--- config.mk ---
export PLATFORM = sky130hd
export DESIGN_NAME = ndd_cell
export DESIGN_NICKNAME = d
export VERILOG_FILES = /design/src/rtl/core/newton_divided_difference_interp_assert.svh /design/src/rtl/core/ndd_pkg.sv /design/src/rtl/core/ndd_cell.sv
export SDC_FILE = /design/constraint.sdc
export NUM_CORES = 1
export LEC_CHECK = 0
export BUFFER_PORTS_ARGS = -buffer_cell sky130_fd_sc_hd__buf_2
export CORE_MARGIN = 3
export CORE_UTILIZATION = 45
export CTS_BUF_LIST = sky130_fd_sc_hd__clkbuf_8
export CTS_CLUSTER_SIZE = 20
export DETAILED_ROUTE_END_ITERATION = 10
export PLACE_DENSITY = 0.63
export RECOVER_POWER = 100
export SLEW_MARGIN = 25
export SYNTH_ARGS = -nofsm -noshare
export SYNTH_HDL_FRONTEND = slang
export SYNTH_SLANG_ARGS = --single-unit
export TNS_END_PERCENT = 20
--- constraint.sdc ---
create_clock -name clk -period 6.3 [get_ports clk]
set_input_delay 1.26 -clock clk [delete_from_list [all_inputs] [get_ports clk]]
set_output_delay 1.26 -clock clk [all_outputs]
set_load 0.02 [all_outputs]
--- src/rtl/core/newton_divided_difference_interp_assert.svh ---
// Assertion macros for the Newton interpolation core.
`ifndef NEWTON_DIVIDED_DIFFERENCE_INTERP_ASSERT_SVH
`define NEWTON_DIVIDED_DIFFERENCE_INTERP_ASSERT_SVH
`ifndef SYNTHESIS
`define NDD_ASSERT(lbl, clk, rst, cond) \
  lbl: assert property (@(posedge clk) disable iff (rst) (cond)) \
    else $error("assertion failed");
`define NDD_ASSERT_IMP(lbl, clk, rst, ante, cons) \
  lbl: assert property (@(posedge clk) disable iff (rst) (ante) |-> (cons)) \
    else $error("assertion failed");
`else
`define NDD_ASSERT(lbl, clk, rst, cond)
`define NDD_ASSERT_IMP(lbl, clk, rst, ante, cons)
`endif
`endif

--- src/rtl/core/ndd_pkg.sv ---
// Shared types, constants and saturation helper for the Newton interpolation core.
package ndd_pkg;

  localparam int X_W     = 32;
  localparam int C_W     = 48;
  localparam int DX_W    = 33;
  localparam int DVD_W   = 65;
  localparam int DIV_STEPS = 65;
  localparam int STEP_W  = 7;

  localparam logic [1:0] ST_OK   = 2'd0;
  localparam logic [1:0] ST_DUP  = 2'd1;
  localparam logic [1:0] ST_MANY = 2'd2;
  localparam logic [1:0] ST_SAT  = 2'd3;

  // Per-cycle commands broadcast along the cell chain.
  typedef struct packed {
    logic load;
    logic xs_shift;
    logic div_start;
    logic div_step;
    logic div_done;
    logic shift_up;
  } ndd_ctrl_t;

  // Per-cell flags back to the sequencer.
  typedef struct packed {
    logic dx_zero;
    logic sat;
  } ndd_cstat_t;

  // Magnitude plus sign to 48-bit signed, saturating. Returns {sat, value}.
  function automatic logic [C_W:0] sat_from_mag(input logic [DVD_W-1:0] mag,
                                                input logic neg);
    logic [C_W:0] r;
    if (neg) begin
      if ((|mag[DVD_W-1:C_W]) || (mag[C_W-1] && (|mag[C_W-2:0]))) begin
        r = {1'b1, 1'b1, {(C_W-1){1'b0}}};
      end else begin
        r = {1'b0, C_W'(-mag[C_W-1:0])};
      end
    end else begin
      if (|mag[DVD_W-1:C_W-1]) begin
        r = {1'b1, 1'b0, {(C_W-1){1'b1}}};
      end else begin
        r = {1'b0, mag[C_W-1:0]};
      end
    end
    return r;
  endfunction

endpackage

--- src/rtl/core/ndd_cell.sv ---
// One chain cell: a stored point, its difference entry and a bit-serial divider.
module ndd_cell (
  input  logic                                clk,
  input  ndd_pkg::ndd_ctrl_t                  ctrl,
  input  logic                                load_hit,
  input  logic                                active,
  input  logic signed [ndd_pkg::X_W-1:0]      x_in,
  input  logic signed [ndd_pkg::X_W-1:0]      y_in,
  input  logic signed [ndd_pkg::X_W-1:0]      x_prev,
  input  logic signed [ndd_pkg::C_W-1:0]      c_prev,
  input  logic signed [ndd_pkg::X_W-1:0]      xs_prev,
  output logic signed [ndd_pkg::X_W-1:0]      x,
  output logic signed [ndd_pkg::C_W-1:0]      c,
  output logic signed [ndd_pkg::X_W-1:0]      xs,
  output ndd_pkg::ndd_cstat_t                 stat
);

  logic signed [ndd_pkg::DX_W-1:0]  dx;
  logic signed [ndd_pkg::C_W:0]     diff;
  logic [ndd_pkg::DX_W-1:0]         dx_mag;
  logic [ndd_pkg::C_W:0]            diff_mag;
  logic [ndd_pkg::DX_W-1:0]         dvs;
  logic [ndd_pkg::DX_W-1:0]         rem;
  logic [ndd_pkg::DVD_W-1:0]        quo;
  logic                             neg;
  logic [ndd_pkg::DX_W:0]           rem_sh;
  logic [ndd_pkg::DX_W:0]           rem_sub;
  logic [ndd_pkg::C_W:0]            qsat;

  assign dx       = ndd_pkg::DX_W'(x) - ndd_pkg::DX_W'(xs);
  assign diff     = (ndd_pkg::C_W+1)'(c) - (ndd_pkg::C_W+1)'(c_prev);
  assign dx_mag   = dx[ndd_pkg::DX_W-1] ? ndd_pkg::DX_W'(-dx) : dx;
  assign diff_mag = diff[ndd_pkg::C_W] ? (ndd_pkg::C_W+1)'(-diff) : diff;
  assign rem_sh   = {rem, quo[ndd_pkg::DVD_W-1]};
  assign rem_sub  = rem_sh - {1'b0, dvs};
  assign qsat     = ndd_pkg::sat_from_mag(quo, neg);

  assign stat.dx_zero = active && (dx == '0);
  assign stat.sat     = active && qsat[ndd_pkg::C_W];

  always_ff @(posedge clk) begin
    if (ctrl.load && load_hit) begin
      x  <= x_in;
      xs <= x_in;
      c  <= ndd_pkg::C_W'(y_in);
    end else if (ctrl.shift_up) begin
      x <= x_prev;
      c <= c_prev;
    end else begin
      if (ctrl.xs_shift) begin
        xs <= xs_prev;
      end
      if (ctrl.div_done && active) begin
        c <= qsat[ndd_pkg::C_W-1:0];
      end
    end

    if (ctrl.div_start) begin
      dvs <= dx_mag;
      rem <= '0;
      quo <= {diff_mag, 16'b0};
      neg <= diff[ndd_pkg::C_W] ^ dx[ndd_pkg::DX_W-1];
    end else if (ctrl.div_step) begin
      if (rem_sh >= {1'b0, dvs}) begin
        rem <= rem_sub[ndd_pkg::DX_W-1:0];
        quo <= {quo[ndd_pkg::DVD_W-2:0], 1'b1};
      end else begin
        rem <= rem_sh[ndd_pkg::DX_W-1:0];
        quo <= {quo[ndd_pkg::DVD_W-2:0], 1'b0};
      end
    end
  end

endmodule
After elaboration in Yosys (flattened, before gate mapping)
Index checks and enable logic that the tools add are counted.
- input port bits: 185
- register bits: 244
- output and inout port bits: 114
- word-level logic and storage cells: 50
- bitwise gates (word level): 1
- reductions and logical operators: 15
- magnitude comparators: 1
- multiplexer cells: 17
- $add $sub $neg: 6
- eq/ne operators: 1
- operator list (operator ; number):
    $mux W49 ; 4
    $mux W32 ; 6
    $mux W48 ; 3
    $mux W65 ; 2
    $neg A49 Y49 ; 1
    $sub A48 B48 Y49 ; 1
    $neg A48 Y48 ; 1
    $reduce_or A47 Y1 ; 1
    $ge A34 B33 Y1 ; 1
    $logic_not A33 Y1 ; 1
    $mux W33 ; 1
    $neg A33 Y33 ; 1
    $sub A32 B32 Y33 ; 1
    $sub A33 B33 Y33 ; 1
    $reduce_or A18 Y1 ; 1
    $reduce_or A17 Y1 ; 1
    $reduce_bool A2 Y1 ; 3
    $logic_and A1 B1 Y1 ; 5
    $reduce_bool A3 Y1 ; 1
    $ne A2 B1 Y1 const B ; 1
    $reduce_and A2 Y1 ; 1
    $logic_or A1 B1 Y1 ; 1
    $mux W1 ; 1
    $xor A1 B1 Y1 ; 1

Depth between registers and ports, before layout
- word-level depth: 8
- depth in mapped cells: 18
- mapped depth without buffers: 17

Worst setup path before layout
OpenSTA, ideal clock, no wires.
- kind: reg2out
- start: register x[0] (netlist name)
- end: output port stat[1] (netlist name)
- arrival: 4.115 ns
- data required time: 5.040 ns
- path slack: 0.925 ns
- path buffers: 0
- cell stages (with the launch flop): 18
- cells stage by stage: edfxtp_1 > inv_1 > ha_1 > inv_1 > fa_1 > a211oi_2 > nor3_1 > nor3_1 > o21ai_0 > xor2_1 > or3b_1 > nor4_2 > nor2b_1 > nor2b_1 > nand4_1 > nor3_1 > ha_1 > and2_1
- RTL lines (what ; line ; RTL):
    start: declaration ; ndd_cell.sv:12 ; output logic signed [ndd_pkg::X_W-1:0] x,
    start signal: assignment ; ndd_cell.sv:43 ; x <= x_in;
    start signal: assignment ; ndd_cell.sv:47 ; x <= x_prev;
    end: declaration ; ndd_cell.sv:15 ; output ndd_pkg::ndd_cstat_t stat

==> impl_metrics.csv <==
group,metric,value,unit
status,status,"finished with violations",
status,violations,"capacitance limit, slew limit",
synth,async_flop_share,0,
floorplanning,die_y,219,um
setup_path,required,5.04,ns
cells_and_area,final_cell_mix,"nand2_1, nor2_1, a21oi_1",
sta,skew,0.0222,ns
grt,grt_antenna_before_repair,0,
cells_and_area,multiInputGateArea,0.0125,mm2
synth,synth_edf_count,195,
setup_path,critPathMaxFanout,4,
detailed_routing,routed_via_density,5.84,
synth,synth_flop_cell,"edfxtp_1",
cells_and_area,seqCellArea,0.00684,mm2
setup_path,cp_slowest_cell,"or3b_4",
placement,port_buffers,298,
setup_path,path_delay_family,"simple AND/OR/NAND/NOR gates",
sta,setup_viol_count_final,0,
sta,timing.final.crit_share,0.959,
cts,cts_tree,"built",
setup_path,end_kind,"output port",
cts,cts_sinks,244,
synth,yosysSeqAreaShare,0.336,
cells_and_area,final_common_cell,"nand2_1",
floorplanning,initial_utilization,0.458,
grt,overflow,0,
synth,synth_seq_cells,244,
grt,track_usage,0.276,
synth,yosysUniqueCellTypes,103,
floorplanning,rows,77,
synth,syn_area,0.0204,mm2
detailed_routing,drt_iter0_markers,1722,
detailed_routing,drt-pass1-iter-count,6,
cts,insertion_delay,0.63,ns
placement,gp_congestion,0.959,
placement,dpl.hpwl,51.9,mm
detailed_routing,drt_wl_total,67.9,mm
sta,clock.fmax,165,MHz
grt,grt_pass1_wl,105,mm
detailed_routing,route.detailed.drc,0,
synth,syn_nets,2813,
setup_path,critical_path_class,"flop to output port",
power,power.density,342,mW/mm2
sta,period_needed,6.04,ns
sta,hold_viol_final,0,
floorplanning,placeableCoreArea,0.0444,mm2
synth,yosys_warnings,0,
setup_path,cp_data_arrival_time,4.78,ns
synth,syn_inst,2508,
cells_and_area,stdcell_count,3393,
cts,htreeDepth,2,
floorplanning,die_area,0.0478,mm2
worst_hold_path,hold_class,"flop to flop",
power,ir_worst_vdd,0.000165,V
cells_and_area,final_util,0.521,
detailed_routing,vias,19800,
placement,dp_cells,3305,
cells_and_area,fillers,4319,
sta,worst_pin_slew,2.69,ns
cells_and_area,nNetsFinal,3070,
cells_and_area,area_delta_synth_final,13.7,%
setup_path,crit_chain,"inv_1 -> ha_1 -> inv_1 -> fa_1 -> a211oi_2 -> nor3_2 -> or4_1 -> o31a_1 -> o311ai_2 -> or3b_4 -> nor4_4 -> nor2b_4 -> nor2b_2 -> nand4_1 -> nor3_2 -> ha_1 -> and2_1 -> buf_2",
cts,clockRootBuffer,"clkbuf_8",
sta,setup-tns-final,0,ns
setup_path,path_buf_inv,3,
detailed_routing,postRouteAntennaNets,0,
cts,clkTransAtPathRegs,0.06,ns
floorplanning,io_pins,299,
grt,grt_pass1_vias,18500,
job,drv_cap,8,
sta,rsz0062_at_grt,"false",
detailed_routing,wire_per_inst,20.0,um
sta,relSlewSlack,-0.793,
cts,cts_buffers,47,
synth,syn_avg_cell_area,8.12,um2
cells_and_area,diodes,0,
sta,slew_viol_final,344,
setup_path,cpPeakStageDelay,0.45,ns
cts,clock_path_buffers,3,
grt,grt_max_degree,75,
setup_path,startpoint_type,"flop",
power,p_leak,9.80,nW
floorplanning,die_w,219,um
cells_and_area,drive_gt1_frac,0.115,
==> worst min-delay path: stages (launching register included) <==
cell and delay (ns):
dfxtp_1 0.32, nand2b_1 0.07, a21oi_1 0.06
==> metal layers <==
metal  up-vias  GRT usage  wire length (um)
met4         0     0.0739              1630
li1       9625          -                 -
met5         -          0                 0
met1      9384      0.398             30900
met2       735      0.427             30000
met3        87     0.0474              5320
==> report_power, final <==
group	total (mW)	internal (mW)	leakage [nW]	switching, mW
clock network	1.59	0.848	0.530	0.746
registers	2.46	2.20	2.36	0.263
logic	3.87	1.42	6.91	2.44
total	7.92	4.47	9.80	3.45
==> worst paths after layout <==
path,from,to,slack [ns],cells after the start
max,x[0],stat[1],0.26,18
min,rem[32],rem[32],0.49,2
max reg2reg,quo[0],c[25],0.74,14
min reg2reg,rem[32],rem[32],0.49,2
==> registers in the layout (all words and copies together) (netlist names) <==
name  flops
rem      33
x        32
neg       1
quo      65
dvs      33
c        48
xs       32
==> cells in the mapped netlist (8+ instances only) <==
cell type  instances  area [um2]
nand2_1          349        1310
nor2_1           230         863
a21oi_1          212        1060
edfxtp_1         195        5860
o21ai_0          179         896
inv_1            156         586
ha_1             117        1460
clkbuf_1         105         394
xnor2_1           93         815
a21o_1            57         428
xor2_1            55         482
dfxtp_1           49         981
nand3_1           49         245
nor3_1            47         235
or3_1             39         244
nor2b_1           33         206
o21a_1            33         248
a211oi_1          27         203
a31oi_1           27         169
and2_1            26         163
nand4_1           26         163
mux2i_1           24         240
o21ai_1           24         120
o31ai_1           24         180
nand2b_1          22         138
o22ai_1           21         131
a22o_1            20         175
and3_1            20         125
o21bai_1          18         135
o211ai_1          16         120
a221oi_1          15         131
nor4_1            15        93.8
o311ai_0          11        96.3
o31a_1             9        78.8
a211o_1            8        70.1
buf_2              8        40.0
nand3b_1           8        60.1
==> final cells by class <==
class,count,area share
clock buffers,49,0.0291
clock inverters,36,0.0106
inverters,157,0.0255
multi-input cells,1989,0.541
flip-flops and latches,244,0.295
well taps,592,0.0320
repair buffers,326,0.0659
==> stage by stage <==
step / hold WS [ns] / worst slack [ns] / area, um2 / total power [mW]
finish: 0.488 / 0.257 / 23100 / 7.92
global route: 0.519 / 0.00810 / 23100 / 8.46
CTS: 0.489 / 0.00687 / 23300 / 7.94
detailed placement: 0.482 / 0.449 / 22400 / 6.31
global placement: 0.464 / 0.673 / 22400 / 6.26
floorplan: 0.451 / 0.925 / 20400 / 5.19
==> cell families (layout without fill, tap and decap cells) <==
logic type / after synthesis / after routing / share of synthesized area
XOR/XNOR: 148 / 148 / 0.0637
adder cells (fa/ha/maj): 120 / 120 / 0.0748
buffers and inverters: 275 / 568 / 0.0519
AND/OR/NAND/NOR: 916 / 916 / 0.212
flip-flops: 244 / 244 / 0.336
AO/OA/AOI/OAI: 779 / 779 / 0.249
multiplexers: 26 / 26 / 0.0129
==> repair_timing <==
item                       CTS  global route
gates resized for setup      4             9
pin swaps                    1             2
hold buffers                 0             0
buffers inserted             1             2
setup endpoints to repair    1             1
Note: power is estimated with default switching activity, not from simulation.
